`src/mapped_region_table_assert.svh`:
```
// assertion macros for the mapped region table
`ifndef MAPPED_REGION_TABLE_ASSERT_SVH
`define MAPPED_REGION_TABLE_ASSERT_SVH

// same-cycle implication, checked out of reset
`define MRT_ASSERT_IMPL(lbl, ante, cons) \
  lbl: assert property (@(posedge clk) disable iff (!rst_n) (ante) |-> (cons)) \
    else $error("mapped region table check failed");

// next-cycle implication, checked out of reset
`define MRT_ASSERT_NEXT(lbl, ante, cons) \
  lbl: assert property (@(posedge clk) disable iff (!rst_n) (ante) |=> (cons)) \
    else $error("mapped region table check failed");

`endif

```
`src/mrt_pkg.sv`:
```
// shared types, constants and helpers of the mapped region table
`default_nettype none
package mrt_pkg;

  localparam int MAX_REGIONS_DEF = 16;
  localparam int PAGE_BITS_DEF   = 12;

  localparam logic [31:0] AREA_START_RESET = 32'h4000_0000;
  localparam logic [31:0] AREA_END_RESET   = 32'hBFFF_F000;
  localparam logic [31:0] NO_HANDLE        = 32'hFFFF_FFFF;

  localparam logic [1:0] OP_MAP   = 2'd0;
  localparam logic [1:0] OP_UNMAP = 2'd1;
  localparam logic [1:0] OP_PROT  = 2'd2;
  localparam logic [1:0] OP_FAULT = 2'd3;

  localparam int CFG_IDX_W = 1;
  localparam logic [CFG_IDX_W-1:0] CFG_AREA_START = 1'b0;
  localparam logic [CFG_IDX_W-1:0] CFG_AREA_END   = 1'b1;

  typedef struct packed {
    logic [31:0] start;
    logic [31:0] size;
    logic [2:0]  prot;
    logic        anon;
    logic [31:0] handle;
    logic [31:0] offset;
  } entry_t;

  typedef struct packed {
    logic push;
    logic drop;
  } ord_cmd_t;

  function automatic logic [3:0] flags_of(input logic [2:0] p);
    logic [3:0] f;
    f = 4'b0011;
    f[2] = p[1];
    f[3] = ~p[2];
    return f;
  endfunction

endpackage
`default_nettype wire

```
`src/mrt_in_if.sv`:
```
// request channel of the mapped region table
`default_nettype none
interface mrt_in_if;
  logic        valid;
  logic        ready;
  logic [1:0]  opcode;
  logic [31:0] address;
  logic [31:0] length;
  logic [2:0]  prot;
  logic [1:0]  map_options;
  logic [31:0] file_handle;
  logic [31:0] file_pos;

  modport source (output valid, opcode, address, length, prot, map_options, file_handle,
                  file_pos, input ready);
  modport sink (input valid, opcode, address, length, prot, map_options, file_handle,
                file_pos, output ready);
endinterface
`default_nettype wire

```
`src/mrt_out_if.sv`:
```
// result channel of the mapped region table
`default_nettype none
interface mrt_out_if;
  logic        valid;
  logic        ready;
  logic        status;
  logic [31:0] result_address;
  logic [3:0]  page_flags;
  logic        file_backed;
  logic [31:0] backing_handle;
  logic [32:0] backing_offset;
  logic [31:0] release_start;
  logic [31:0] release_length;

  modport source (output valid, status, result_address, page_flags, file_backed,
                  backing_handle, backing_offset, release_start, release_length,
                  input ready);
  modport sink (input valid, status, result_address, page_flags, file_backed,
                backing_handle, backing_offset, release_start, release_length,
                output ready);
endinterface
`default_nettype wire

```
`src/mrt_store.sv`:
```
// region record memory, one write port and one registered read port
`default_nettype none
module mrt_store #(
  parameter int MAX_REGIONS = mrt_pkg::MAX_REGIONS_DEF
) (
  input  wire logic                           clk,
  input  wire logic                           we,
  input  wire logic [$clog2(MAX_REGIONS)-1:0] waddr,
  input  wire mrt_pkg::entry_t                wdata,
  input  wire logic [$clog2(MAX_REGIONS)-1:0] raddr,
  output mrt_pkg::entry_t                     rdata
);

  mrt_pkg::entry_t mem [MAX_REGIONS];
  mrt_pkg::entry_t rdata_r;

  always_ff @(posedge clk) begin
    if (we) begin
      mem[waddr] <= wdata;
    end
    rdata_r <= mem[raddr];
  end

  assign rdata = rdata_r;

endmodule
`default_nettype wire

```
`src/mrt_order.sv`:
```
// age order list: slot of each live region, newest first, plus slot valid bits
`default_nettype none
module mrt_order #(
  parameter int MAX_REGIONS = mrt_pkg::MAX_REGIONS_DEF
) (
  input  wire logic                             clk,
  input  wire logic                             rst_n,
  input  wire mrt_pkg::ord_cmd_t                cmd,
  input  wire logic [$clog2(MAX_REGIONS)-1:0]   age,
  output logic [$clog2(MAX_REGIONS)-1:0]        slot,
  output logic [$clog2(MAX_REGIONS)-1:0]        free_slot,
  output logic [$clog2(MAX_REGIONS+1)-1:0]      count
);

  localparam int SLOT_W = $clog2(MAX_REGIONS);
  localparam int CNT_W  = $clog2(MAX_REGIONS + 1);

  logic [SLOT_W-1:0]      order_r   [MAX_REGIONS];
  logic [SLOT_W-1:0]      order_nxt [MAX_REGIONS];
  logic [MAX_REGIONS-1:0] valid_r, valid_nxt;
  logic [CNT_W-1:0]       count_r, count_nxt;
  logic [SLOT_W-1:0]      free_w;

  // lowest free slot
  always_comb begin
    free_w = '0;
    for (int i = MAX_REGIONS - 1; i >= 0; i--) begin
      if (!valid_r[i]) free_w = SLOT_W'(i);
    end
  end

  always_comb begin
    order_nxt = order_r;
    valid_nxt = valid_r;
    count_nxt = count_r;
    if (cmd.push) begin
      for (int k = MAX_REGIONS - 1; k >= 1; k--) begin
        order_nxt[k] = order_r[k-1];
      end
      order_nxt[0]      = free_w;
      valid_nxt[free_w] = 1'b1;
      count_nxt         = count_r + CNT_W'(1);
    end else if (cmd.drop) begin
      for (int k = 0; k < MAX_REGIONS - 1; k++) begin
        if (k >= int'(age)) order_nxt[k] = order_r[k+1];
      end
      valid_nxt[order_r[age]] = 1'b0;
      count_nxt               = count_r - CNT_W'(1);
    end
  end

  always_ff @(posedge clk) begin
    if (!rst_n) begin
      valid_r <= '0;
      count_r <= '0;
    end else begin
      valid_r <= valid_nxt;
      count_r <= count_nxt;
    end
  end

  always_ff @(posedge clk) begin
    order_r <= order_nxt;
  end

  assign slot      = order_r[age];
  assign free_slot = free_w;
  assign count     = count_r;

endmodule
`default_nettype wire

```
`src/mapped_region_table.sv`:
```
// mapped region table top level: sequencer around the record memory
//
// channel  dir  handshake       word
// in_ch    in   valid / ready   opcode, address, length, prot, map_options, file_*
// out_ch   out  valid / ready   status, result_address, page_flags, backing_*, release_*
// cfg      in   cfg_we only     cfg_index, cfg_wdata (area_start, area_end)
//
// one request at a time; each live region looked at takes a memory read (S_RD) and a check (S_EV)
// unmap, protect, fault: scan the live regions newest first until a hit or the end of the list
// map with search: each candidate is checked against the live regions until an overlap, candidates up to live + 2
// reset is synchronous and clears the valid bits at once, no clearing pass is needed
// a finished result waits in the output register while the next request is taken
`default_nettype none
module mapped_region_table #(
  parameter int MAX_REGIONS = mrt_pkg::MAX_REGIONS_DEF,
  parameter int PAGE_BITS   = mrt_pkg::PAGE_BITS_DEF
) (
  input  wire logic                          clk,
  input  wire logic                          rst_n,
  mrt_in_if.sink                             in_ch,
  mrt_out_if.source                          out_ch,
  input  wire logic                          cfg_we,
  input  wire logic [mrt_pkg::CFG_IDX_W-1:0] cfg_index,
  input  wire logic [31:0]                   cfg_wdata
);

  localparam int SLOT_W = $clog2(MAX_REGIONS);
  localparam int CNT_W  = $clog2(MAX_REGIONS + 1);
  localparam logic [32:0]      PAGE_MASK = (33'd1 << PAGE_BITS) - 33'd1;
  localparam logic [CNT_W-1:0] CNT_MAX   = CNT_W'(MAX_REGIONS);

  // sequencer states
  localparam logic [2:0] S_IDLE = 3'd0;
  localparam logic [2:0] S_FCHK = 3'd1;  // first-fit bound check of a candidate
  localparam logic [2:0] S_RD   = 3'd2;  // read the region at the current age
  localparam logic [2:0] S_EV   = 3'd3;  // check the region just read
  localparam logic [2:0] S_POST = 3'd4;  // fixed map after its inner unmap
  localparam logic [2:0] S_INS  = 3'd5;  // write the new region
  localparam logic [2:0] S_DONE = 3'd6;  // hand the word to the output register

  // scan kinds
  localparam logic [1:0] M_UNMAP = 2'd0;
  localparam logic [1:0] M_PROT  = 2'd1;
  localparam logic [1:0] M_FAULT = 2'd2;
  localparam logic [1:0] M_FIT   = 2'd3;

  logic [2:0]  state_r, state_nxt;
  logic [1:0]  mode_r, mode_nxt;
  logic        fixed_r, fixed_nxt;
  logic        hphase_r, hphase_nxt;       // still trying the hint
  logic [CNT_W-1:0] idx_r, idx_nxt;        // age being scanned
  logic [32:0] cand_r, cand_nxt;           // first-fit candidate, 33 bits
  logic [31:0] addr_r, addr_nxt;
  logic [31:0] len_r, len_nxt;
  logic [32:0] size_r, size_nxt;           // page-rounded length
  logic [2:0]  prot_r, prot_nxt;
  logic        anon_r, anon_nxt;
  logic [31:0] hdl_r, hdl_nxt;
  logic [31:0] foff_r, foff_nxt;
  logic [31:0] where_r, where_nxt;

  // result being built
  logic        st_r, st_nxt;
  logic [31:0] ra_r, ra_nxt;
  logic [3:0]  pf_r, pf_nxt;
  logic        fb_r, fb_nxt;
  logic [31:0] bh_r, bh_nxt;
  logic [32:0] bo_r, bo_nxt;
  logic [31:0] rs_r, rs_nxt;
  logic [31:0] rl_r, rl_nxt;

  // output register
  logic        ov_r, ov_nxt;
  logic        ost_r;
  logic [31:0] ora_r;
  logic [3:0]  opf_r;
  logic        ofb_r;
  logic [31:0] obh_r;
  logic [32:0] obo_r;
  logic [31:0] ors_r;
  logic [31:0] orl_r;
  logic        out_load;

  // configuration and hint
  logic [31:0] area_start_r, area_end_r;
  logic [31:0] hint_r, hint_nxt;

  // order list and memory
  mrt_pkg::ord_cmd_t ord_cmd;
  logic [SLOT_W-1:0] ord_slot, free_slot;
  logic [CNT_W-1:0]  count;
  logic              mem_we;
  logic [SLOT_W-1:0] mem_waddr;
  mrt_pkg::entry_t   mem_wdata, ent;

  mrt_order #(.MAX_REGIONS(MAX_REGIONS)) u_order (
    .clk       (clk),
    .rst_n     (rst_n),
    .cmd       (ord_cmd),
    .age       (idx_r[SLOT_W-1:0]),
    .slot      (ord_slot),
    .free_slot (free_slot),
    .count     (count)
  );

  mrt_store #(.MAX_REGIONS(MAX_REGIONS)) u_store (
    .clk   (clk),
    .we    (mem_we),
    .waddr (mem_waddr),
    .wdata (mem_wdata),
    .raddr (ord_slot),
    .rdata (ent)
  );

  // request side arithmetic
  logic        in_acc;
  logic [32:0] in_size;

  assign in_ch.ready = (state_r == S_IDLE);
  assign in_acc      = in_ch.valid && in_ch.ready;
  assign in_size     = ({1'b0, in_ch.length} + PAGE_MASK) & ~PAGE_MASK;

  // region checks against the word just read
  logic [32:0] ent_end, addr_sz, addr_len;
  logic [33:0] cand_sz;
  logic        hit_exact, hit_contain_sz, hit_contain_len, hit_fault, hit_overlap;

  assign ent_end  = {1'b0, ent.start} + {1'b0, ent.size};
  assign addr_sz  = {1'b0, addr_r} + size_r;
  assign addr_len = {1'b0, addr_r} + {1'b0, len_r};
  assign cand_sz  = {1'b0, cand_r} + {1'b0, size_r};

  assign hit_exact       = (ent.start == addr_r) && ({1'b0, ent.size} == size_r);
  assign hit_contain_sz  = (ent.start <= addr_r) && (addr_sz <= ent_end);
  assign hit_contain_len = (ent.start <= addr_r) && (addr_len <= ent_end);
  assign hit_fault       = (addr_r >= ent.start) && ({1'b0, addr_r} < ent_end);
  assign hit_overlap     = !((cand_sz <= {2'b0, ent.start}) || (cand_r >= ent_end));

  always_comb begin
    state_nxt  = state_r;
    mode_nxt   = mode_r;
    fixed_nxt  = fixed_r;
    hphase_nxt = hphase_r;
    idx_nxt    = idx_r;
    cand_nxt   = cand_r;
    addr_nxt   = addr_r;
    len_nxt    = len_r;
    size_nxt   = size_r;
    prot_nxt   = prot_r;
    anon_nxt   = anon_r;
    hdl_nxt    = hdl_r;
    foff_nxt   = foff_r;
    where_nxt  = where_r;
    st_nxt     = st_r;
    ra_nxt     = ra_r;
    pf_nxt     = pf_r;
    fb_nxt     = fb_r;
    bh_nxt     = bh_r;
    bo_nxt     = bo_r;
    rs_nxt     = rs_r;
    rl_nxt     = rl_r;
    hint_nxt   = hint_r;
    ord_cmd    = '0;
    mem_we     = 1'b0;
    mem_waddr  = ord_slot;
    mem_wdata  = ent;
    out_load   = 1'b0;

    case (state_r)
      S_IDLE: begin
        if (in_acc) begin
          addr_nxt  = in_ch.address;
          len_nxt   = in_ch.length;
          size_nxt  = in_size;
          prot_nxt  = in_ch.prot;
          anon_nxt  = in_ch.map_options[1];
          // anonymous regions and the none handle store handle zero
          hdl_nxt   = (!in_ch.map_options[1] && (in_ch.file_handle != mrt_pkg::NO_HANDLE))
                      ? in_ch.file_handle : 32'd0;
          foff_nxt  = in_ch.file_pos;
          where_nxt = in_ch.address;
          idx_nxt   = '0;
          fixed_nxt = 1'b0;
          st_nxt    = 1'b1;
          ra_nxt    = '0;
          pf_nxt    = '0;
          fb_nxt    = 1'b0;
          bh_nxt    = '0;
          bo_nxt    = '0;
          rs_nxt    = '0;
          rl_nxt    = '0;
          state_nxt = S_DONE;
          case (in_ch.opcode)
            mrt_pkg::OP_MAP: begin
              if ((in_ch.length != 32'd0) && !in_size[32]) begin
                if (in_ch.map_options[0]) begin
                  // fixed map: unmap the target range first
                  if (in_ch.address != 32'd0) begin
                    mode_nxt  = M_UNMAP;
                    fixed_nxt = 1'b1;
                    state_nxt = S_RD;
                  end
                end else if (count < CNT_MAX) begin
                  if (in_ch.address != 32'd0) begin
                    state_nxt = S_INS;
                  end else begin
                    mode_nxt   = M_FIT;
                    cand_nxt   = {1'b0, hint_r};
                    hphase_nxt = 1'b1;
                    state_nxt  = S_FCHK;
                  end
                end
              end
            end
            mrt_pkg::OP_UNMAP: begin
              if ((in_ch.address != 32'd0) && !in_size[32]) begin
                mode_nxt  = M_UNMAP;
                state_nxt = S_RD;
              end
            end
            mrt_pkg::OP_PROT: begin
              if (in_ch.address != 32'd0) begin
                mode_nxt  = M_PROT;
                state_nxt = S_RD;
              end
            end
            default: begin
              mode_nxt  = M_FAULT;
              state_nxt = S_RD;
            end
          endcase
        end
      end

      S_FCHK: begin
        idx_nxt = '0;
        if (cand_sz <= {2'b0, area_end_r}) begin
          state_nxt = S_RD;
        end else if (hphase_r) begin
          // hint did not fit, restart from the bottom of the area
          cand_nxt   = {1'b0, area_start_r};
          hphase_nxt = 1'b0;
        end else begin
          state_nxt = S_DONE;
        end
      end

      S_RD: begin
        if (idx_r >= count) begin
          // scanned every live region without a hit
          case (mode_r)
            M_UNMAP: state_nxt = fixed_r ? S_POST : S_DONE;
            M_FIT: begin
              where_nxt = cand_r[31:0];
              hint_nxt  = cand_sz[31:0];
              state_nxt = S_INS;
            end
            default: state_nxt = S_DONE;
          endcase
        end else begin
          state_nxt = S_EV;
        end
      end

      S_EV: begin
        idx_nxt   = idx_r + CNT_W'(1);
        state_nxt = S_RD;
        case (mode_r)
          M_UNMAP: begin
            if (hit_exact) begin
              rs_nxt       = ent.start;
              rl_nxt       = ent.size;
              ord_cmd.drop = 1'b1;
            end else if (hit_contain_sz) begin
              // region only contains the range: keep it, release the pages
              rs_nxt = addr_r;
              rl_nxt = size_r[31:0];
            end
            if (hit_exact || hit_contain_sz) begin
              if (fixed_r) begin
                state_nxt = S_POST;
              end else begin
                st_nxt    = 1'b0;
                state_nxt = S_DONE;
              end
            end
          end
          M_PROT: begin
            if (hit_contain_len) begin
              mem_we         = 1'b1;
              mem_waddr      = ord_slot;
              mem_wdata      = ent;
              mem_wdata.prot = prot_r;
              pf_nxt         = mrt_pkg::flags_of(prot_r);
              st_nxt         = 1'b0;
              state_nxt      = S_DONE;
            end
          end
          M_FAULT: begin
            if (hit_fault) begin
              pf_nxt    = mrt_pkg::flags_of(ent.prot);
              fb_nxt    = !ent.anon && (ent.handle != 32'd0);
              bh_nxt    = ent.handle;
              bo_nxt    = {1'b0, ent.offset} + {1'b0, addr_r - ent.start};
              st_nxt    = 1'b0;
              state_nxt = S_DONE;
            end
          end
          default: begin
            if (hit_overlap) begin
              // newest overlapping region: jump past it, or leave the hint
              cand_nxt   = hphase_r ? {1'b0, area_start_r} : ent_end;
              hphase_nxt = 1'b0;
              state_nxt  = S_FCHK;
            end
          end
        endcase
      end

      S_POST: begin
        state_nxt = (count < CNT_MAX) ? S_INS : S_DONE;
      end

      S_INS: begin
        ord_cmd.push     = 1'b1;
        mem_we           = 1'b1;
        mem_waddr        = free_slot;
        mem_wdata.start  = where_r;
        mem_wdata.size   = size_r[31:0];
        mem_wdata.prot   = prot_r;
        mem_wdata.anon   = anon_r;
        mem_wdata.handle = hdl_r;
        mem_wdata.offset = foff_r;
        st_nxt           = 1'b0;
        ra_nxt           = where_r;
        state_nxt        = S_DONE;
      end

      S_DONE: begin
        if (!ov_r || out_ch.ready) begin
          out_load  = 1'b1;
          state_nxt = S_IDLE;
        end
      end

      default: state_nxt = S_IDLE;
    endcase
  end

  always_comb begin
    ov_nxt = ov_r;
    if (out_load) begin
      ov_nxt = 1'b1;
    end else if (out_ch.ready) begin
      ov_nxt = 1'b0;
    end
  end

  always_ff @(posedge clk) begin
    if (!rst_n) begin
      state_r      <= S_IDLE;
      ov_r         <= 1'b0;
      hint_r       <= mrt_pkg::AREA_START_RESET;
      area_start_r <= mrt_pkg::AREA_START_RESET;
      area_end_r   <= mrt_pkg::AREA_END_RESET;
    end else begin
      state_r <= state_nxt;
      ov_r    <= ov_nxt;
      hint_r  <= hint_nxt;
      if (cfg_we && (cfg_index == mrt_pkg::CFG_AREA_START)) area_start_r <= cfg_wdata;
      if (cfg_we && (cfg_index == mrt_pkg::CFG_AREA_END))   area_end_r   <= cfg_wdata;
    end
  end

  // payload registers
  always_ff @(posedge clk) begin
    mode_r   <= mode_nxt;
    fixed_r  <= fixed_nxt;
    hphase_r <= hphase_nxt;
    idx_r    <= idx_nxt;
    cand_r   <= cand_nxt;
    addr_r   <= addr_nxt;
    len_r    <= len_nxt;
    size_r   <= size_nxt;
    prot_r   <= prot_nxt;
    anon_r   <= anon_nxt;
    hdl_r    <= hdl_nxt;
    foff_r   <= foff_nxt;
    where_r  <= where_nxt;
    st_r     <= st_nxt;
    ra_r     <= ra_nxt;
    pf_r     <= pf_nxt;
    fb_r     <= fb_nxt;
    bh_r     <= bh_nxt;
    bo_r     <= bo_nxt;
    rs_r     <= rs_nxt;
    rl_r     <= rl_nxt;
    if (out_load) begin
      ost_r <= st_r;
      ora_r <= ra_r;
      opf_r <= pf_r;
      ofb_r <= fb_r;
      obh_r <= bh_r;
      obo_r <= bo_r;
      ors_r <= rs_r;
      orl_r <= rl_r;
    end
  end

  assign out_ch.valid          = ov_r;
  assign out_ch.status         = ost_r;
  assign out_ch.result_address = ora_r;
  assign out_ch.page_flags     = opf_r;
  assign out_ch.file_backed    = ofb_r;
  assign out_ch.backing_handle = obh_r;
  assign out_ch.backing_offset = obo_r;
  assign out_ch.release_start  = ors_r;
  assign out_ch.release_length = orl_r;

  `include "mapped_region_table_assert.svh"

  // live region count never passes the table size
  `MRT_ASSERT_IMPL(a_count_max, 1'b1, count <= CNT_MAX)
  // a new region is written only while a slot is free
  `MRT_ASSERT_IMPL(a_push_room, ord_cmd.push, count < CNT_MAX)
  // a taken word leaves the output unless the next one is loaded
  `MRT_ASSERT_NEXT(a_out_drain, out_ch.valid && out_ch.ready && !out_load, !out_ch.valid)
  // a region is dropped only while one is live
  `MRT_ASSERT_IMPL(a_drop_live, ord_cmd.drop, count != '0)

endmodule
`default_nettype wire
```
`src/flat_wrapper.sv`:
```
// flat-port wrapper written by rule: the top's interface ports become plain ports
module mapped_region_table_flat 
#(
  parameter int MAX_REGIONS = mrt_pkg::MAX_REGIONS_DEF,
  parameter int PAGE_BITS   = mrt_pkg::PAGE_BITS_DEF
)
  (clk, rst_n, cfg_we, cfg_index, cfg_wdata, in_ch_valid, in_ch_opcode, in_ch_address, in_ch_length, in_ch_prot, in_ch_map_options, in_ch_file_handle, in_ch_file_pos, in_ch_ready, out_ch_valid, out_ch_status, out_ch_result_address, out_ch_page_flags, out_ch_file_backed, out_ch_backing_handle, out_ch_backing_offset, out_ch_release_start, out_ch_release_length, out_ch_ready);
  mrt_in_if in_ch_i ();
  mrt_out_if out_ch_i ();
  input  wire logic clk;
  input  wire logic rst_n;
  input  wire logic cfg_we;
  input  wire logic [mrt_pkg::CFG_IDX_W-1:0] cfg_index;
  input  wire logic [31:0] cfg_wdata;
  input wire logic [$bits(in_ch_i.valid)-1:0] in_ch_valid;
  input wire logic [$bits(in_ch_i.opcode)-1:0] in_ch_opcode;
  input wire logic [$bits(in_ch_i.address)-1:0] in_ch_address;
  input wire logic [$bits(in_ch_i.length)-1:0] in_ch_length;
  input wire logic [$bits(in_ch_i.prot)-1:0] in_ch_prot;
  input wire logic [$bits(in_ch_i.map_options)-1:0] in_ch_map_options;
  input wire logic [$bits(in_ch_i.file_handle)-1:0] in_ch_file_handle;
  input wire logic [$bits(in_ch_i.file_pos)-1:0] in_ch_file_pos;
  output wire logic [$bits(in_ch_i.ready)-1:0] in_ch_ready;
  output wire logic [$bits(out_ch_i.valid)-1:0] out_ch_valid;
  output wire logic [$bits(out_ch_i.status)-1:0] out_ch_status;
  output wire logic [$bits(out_ch_i.result_address)-1:0] out_ch_result_address;
  output wire logic [$bits(out_ch_i.page_flags)-1:0] out_ch_page_flags;
  output wire logic [$bits(out_ch_i.file_backed)-1:0] out_ch_file_backed;
  output wire logic [$bits(out_ch_i.backing_handle)-1:0] out_ch_backing_handle;
  output wire logic [$bits(out_ch_i.backing_offset)-1:0] out_ch_backing_offset;
  output wire logic [$bits(out_ch_i.release_start)-1:0] out_ch_release_start;
  output wire logic [$bits(out_ch_i.release_length)-1:0] out_ch_release_length;
  input wire logic [$bits(out_ch_i.ready)-1:0] out_ch_ready;
  assign in_ch_i.valid = in_ch_valid;
  assign in_ch_i.opcode = in_ch_opcode;
  assign in_ch_i.address = in_ch_address;
  assign in_ch_i.length = in_ch_length;
  assign in_ch_i.prot = in_ch_prot;
  assign in_ch_i.map_options = in_ch_map_options;
  assign in_ch_i.file_handle = in_ch_file_handle;
  assign in_ch_i.file_pos = in_ch_file_pos;
  assign in_ch_ready = in_ch_i.ready;
  assign out_ch_valid = out_ch_i.valid;
  assign out_ch_status = out_ch_i.status;
  assign out_ch_result_address = out_ch_i.result_address;
  assign out_ch_page_flags = out_ch_i.page_flags;
  assign out_ch_file_backed = out_ch_i.file_backed;
  assign out_ch_backing_handle = out_ch_i.backing_handle;
  assign out_ch_backing_offset = out_ch_i.backing_offset;
  assign out_ch_release_start = out_ch_i.release_start;
  assign out_ch_release_length = out_ch_i.release_length;
  assign out_ch_i.ready = out_ch_ready;
  mapped_region_table #(.MAX_REGIONS(MAX_REGIONS), .PAGE_BITS(PAGE_BITS)) u_core (.clk(clk), .rst_n(rst_n), .in_ch(in_ch_i), .out_ch(out_ch_i), .cfg_we(cfg_we), .cfg_index(cfg_index), .cfg_wdata(cfg_wdata));
endmodule
```
`config.mk`:
```
export PLATFORM = sky130hd
export DESIGN_NAME = mapped_region_table_flat
export DESIGN_NICKNAME = d
export VERILOG_FILES = /design/src/mrt_pkg.sv /design/src/mrt_in_if.sv /design/src/mrt_out_if.sv /design/src/mrt_store.sv /design/src/mrt_order.sv /design/src/mapped_region_table.sv /design/src/flat_wrapper.sv
export VERILOG_INCLUDE_DIRS = /design/src /design/src/src
export SDC_FILE = /design/constraint.sdc
export NUM_CORES = 2
export LEC_CHECK = 0
export BUFFER_PORTS_ARGS = -buffer_cell sky130_fd_sc_hd__clkbuf_2
export CAP_MARGIN = 20
export CORE_UTILIZATION = 44
export CTS_BUF_LIST = sky130_fd_sc_hd__clkbuf_8 sky130_fd_sc_hd__clkbuf_16
export CTS_CLUSTER_DIAMETER = 150
export DETAILED_ROUTE_END_ITERATION = 6
export SYNTH_ARGS = -nofsm -noshare
export SYNTH_HDL_FRONTEND = slang
export SYNTH_SLANG_ARGS = --single-unit
```
`constraint.sdc`:
```
create_clock -name clk -period 23.4 [get_ports clk]
set_clock_uncertainty 0.05 [all_clocks]
set_input_delay 2.34 -clock clk [delete_from_list [all_inputs] [get_ports clk]]
set_output_delay 2.34 -clock clk [all_outputs]
set_load 0.1 [all_outputs]
```
==> flow_metrics.tcl <==
set metrics [dict create \
    drt_first_pass_iters 5 \
    yosysMostFrequentCell "edfxtp_1" \
    hold_path_depth 0 \
    cp_common_cell "buf_4" \
    final_antenna_net_count 0 \
    fin_crit_sh_pct 40.01 \
    clockBufferDepth 4 \
    grt-busiest-layer "met2" \
    use_met1_pct 34.16 \
    drive_above_1_share_pct 18.77 \
    p_leak_nw 49.17 \
    dp_hpwl_mm 202.2 \
    synth_top_area_cell "edfxtp_1" \
    slew_viol_final 0 \
    grt_pass1_wl_mm 490.0 \
    grt_overflow 0 \
    hold_path_class "reg2reg" \
    ys_warn_count 0 \
    crit_arrival_ps 9820 \
    die_width_um 533.1 \
    grt_pass1_vias 69990 \
    cts_setup_buffers 0 \
    hold_violations 0 \
    p_per_area_nw_per_um2 158.5 \
    syn_avg_cell_area_um2 16.03 \
    synthMuxAreaShare_pct 10.16 \
    synth_adder_area_share_pct 3.809 \
    cts_buffers 317 \
    yosys.area_share.simple_pct 7.224 \
    critical_path_class "reg2reg" \
    ioPinCount 342 \
    post_dp_cell_area_um2 130600 \
    crit_path_top_delay_cell "buf_4" \
    worst_skew_pair.late_latency_ps 910 \
    detail_route.iter0.violations 7421 \
    drv_cap 0 \
    synth_edf_count 2718 \
    root_buffer "clkbuf_16" \
    period_needed_ps 9362 \
    wl_mm 341.8 \
    synth_seq_cells 2970 \
    worst_setup_path_end_kind "register" \
    yosys-top-cells-count "2718 x edfxtp_1, 1048 x nand2_1, 535 x mux4_2" \
    synthArstFlopShare_pct 0 \
    synth_cells 7742 \
    setup_viol 0 \
    synth_area_um2 124100 \
    rsz0062_at_grt "no" \
    rows 194 \
    remaining_drc_errors 0 \
    synth_cell_types 103 \
    slew_headroom_pct 16.95 \
    antenna_found_initial 13 \
    synth_top_family_by_area "multiplexers" \
    cts.clk_slew.worst_paths_ps 60 \
    yosysSeqAreaShare_pct 69.84 \
    place_congestion 0.9279 \
    ctsHoldBuffers 0 \
    cts_tree "built" \
    crit_path_max_incr_delay_ps 780 \
    area_growth_pct 13.70 \
    setup-tns-final_ps 0 \
    nNetsFinal 8738 \
    synth.top_cell.area_share_pct 65.77 \
    peakVddDrop_mv 0.1420 \
    grt_util_met3_pct 3.448 \
    startpoint_type "register" \
    synth-xor-area-share_pct 1.377 \
    status "complete, no violations" \
    wire_per_inst_um 28.05 \
    synth-compound-area-share_pct 5.994 \
    worst-path-max-fanout 38 \
    fin_area_um2 141100 \
    port_buffers 340 \
    start_util_pct 44.34 \
    track_usage_pct 23.63 \
    htreeDepth 5 \
    synthFlopType "edfxtp_1" \
    grt_max_degree 135 \
    worst_pin_slew_ps 1246 \
    ff2ff_path_depth 25 \
    fmax_mhz 106.8 \
    cts_resized 0 \
    clock_sinks 2970 \
    die_area_um2 284200 \
    vias 71360 \
    die_h_um 533.1 \
    use_met2_pct 37.19 \
    netlist_top_cells_area "edfxtp_1 66%, mux4_2 9.7%, dfxtp_1 4.1%" \
    core_um2 279900 \
    worst_ep_required_time_ps 23860 \
    viasPerCell 5.856 \
]
sequential cells by signal, indices dropped and copies added (netlist names), 21 cells and up:
| register | count |
|---|---|
| u_core.u_store.mem | 2096 |
| u_core.out_ch.backing_offset | 33 |
| u_core.area_end_r | 32 |
| u_core.foff_r | 32 |
| u_core.bh_r | 32 |
| u_core.hdl_r | 32 |
| u_core.bo_r | 33 |
| u_core.hint_r | 32 |
| u_core.u_order.order_r | 64 |
| u_core.len_r | 32 |
| u_core.area_start_r | 32 |
| u_core.addr_r | 32 |
| u_core.cand_r | 33 |
| u_core.out_ch.release_start | 32 |
| u_core.size_r | 21 |
| u_core.ra_r | 32 |
| u_core.out_ch.result_address | 32 |
| u_core.out_ch.backing_handle | 32 |
| u_core.rs_r | 32 |
| u_core.where_r | 32 |
| u_core.rl_r | 32 |
| u_core.out_ch.release_length | 32 |
| u_core.u_store.rdata | 131 |
final timing paths:
kind	endpoint	slack, ps	from
setup / recovery	u_core.u_store.mem[6][71]$_DFFE_PP_	14040	u_core.addr_r[1]$_DFFE_PP_
hold / removal	u_core.out_ch.release_start[25]$_DFFE_PP_	360	u_core.rs_r[25]$_SDFFCE_PN0P_
setup reg to reg	u_core.u_store.mem[6][71]$_DFFE_PP_	14040	u_core.addr_r[1]$_DFFE_PP_
hold reg to reg	u_core.out_ch.release_start[25]$_DFFE_PP_	360	u_core.rs_r[25]$_SDFFCE_PN0P_
per-stage QoR:
step / hold WS [ps] / total power, mW / std cells / utilization [%] / setup WS, ps
6_report: 363.0 / 22.36 / 12190 / 50.41 / 14040
4_1_cts: 356.2 / 22.43 / 12180 / 50.41 / 13940
3_3_place_gp: 352.4 / 17.23 / 11600 / 46.65 / 13950
2_1_floorplan: 350.3 / 14.22 / 7753 / - / 5220
5_1_grt: 365.7 / 23.51 / 12190 / 50.41 / 13690
3_5_place_dp: 354.5 / 17.37 / 11600 / 46.65 / 13970
routing by layer:
metal  vias to the layer above  wire [um]
met2                      2748     158100
met1                     37170     149100
li1                      31030          -
met4                         2      10050
met3                       409      24460
met5                         -         12
kinds of logic (layout without fill, tap and decap cells):
logic type | Yosys count | count (layout)
compound gates | 1159 | 1159
xor+xnor | 192 | 192
fa+ha+maj | 374 | 374
buf+inv | 500 | 1207
flops | 2970 | 2970
mux | 586 | 586
other cells | 1 | 15
simple gates | 1960 | 1960
layout make-up:
cell class | instances | area, um2
Clock buffer | 352 | 8459
Clock inverter | 234 | 2048
Inverter | 153 | 588.1
Sequential cell | 2970 | 86660
Antenna cell | 3 | 7.507
Multi-Input combinational cell | 4283 | 35750
Fill cell | 23080 | 138800
Tap cell | 3724 | 4659
Timing Repair Buffer | 468 | 2917
cells in the final DEF, fill, tap and decap left out, types with 49 or more instances in the layout:
cell and count:
clkinv_2 54, o21ai_0 135, and2_1 215, a211oi_1 161
edfxtp_1 2718, a21o_1 150, clkbuf_2 340, a31oi_1 149
xor2_1 75, mux4_2 535, xnor2_1 115, nor3_1 49
nand3_1 55, nand4_1 59, buf_4 107, nand2_1 1046
inv_1 220, ha_1 365, a21oi_1 343, nor2_1 260
and3_1 81, clkbuf_16 321, dfxtp_1 251
worst max-delay path, delay by kind of cell (launching register included):
| kind | cells | cell delay (ps) |
|---|---|---|
| DFF | 1 | 540 |
| xor gates and xnor gates | 1 | 150 |
| and+or+nand+nor | 6 | 1730 |
| adders and majority gates | 2 | 640 |
| AOI/OAI and AO/OA | 12 | 3380 |
| buffers and inverters | 4 | 2370 |
power by group:
group	internal, mW	total (mW)	switching (mW)
Clock	2.93	5.02	2.10
Combinational	3.70	9.87	6.17
Sequential	7.02	7.47	0.448
Total	13.6	22.4	8.71
Note: power is estimated with default switching activity, not from simulation.
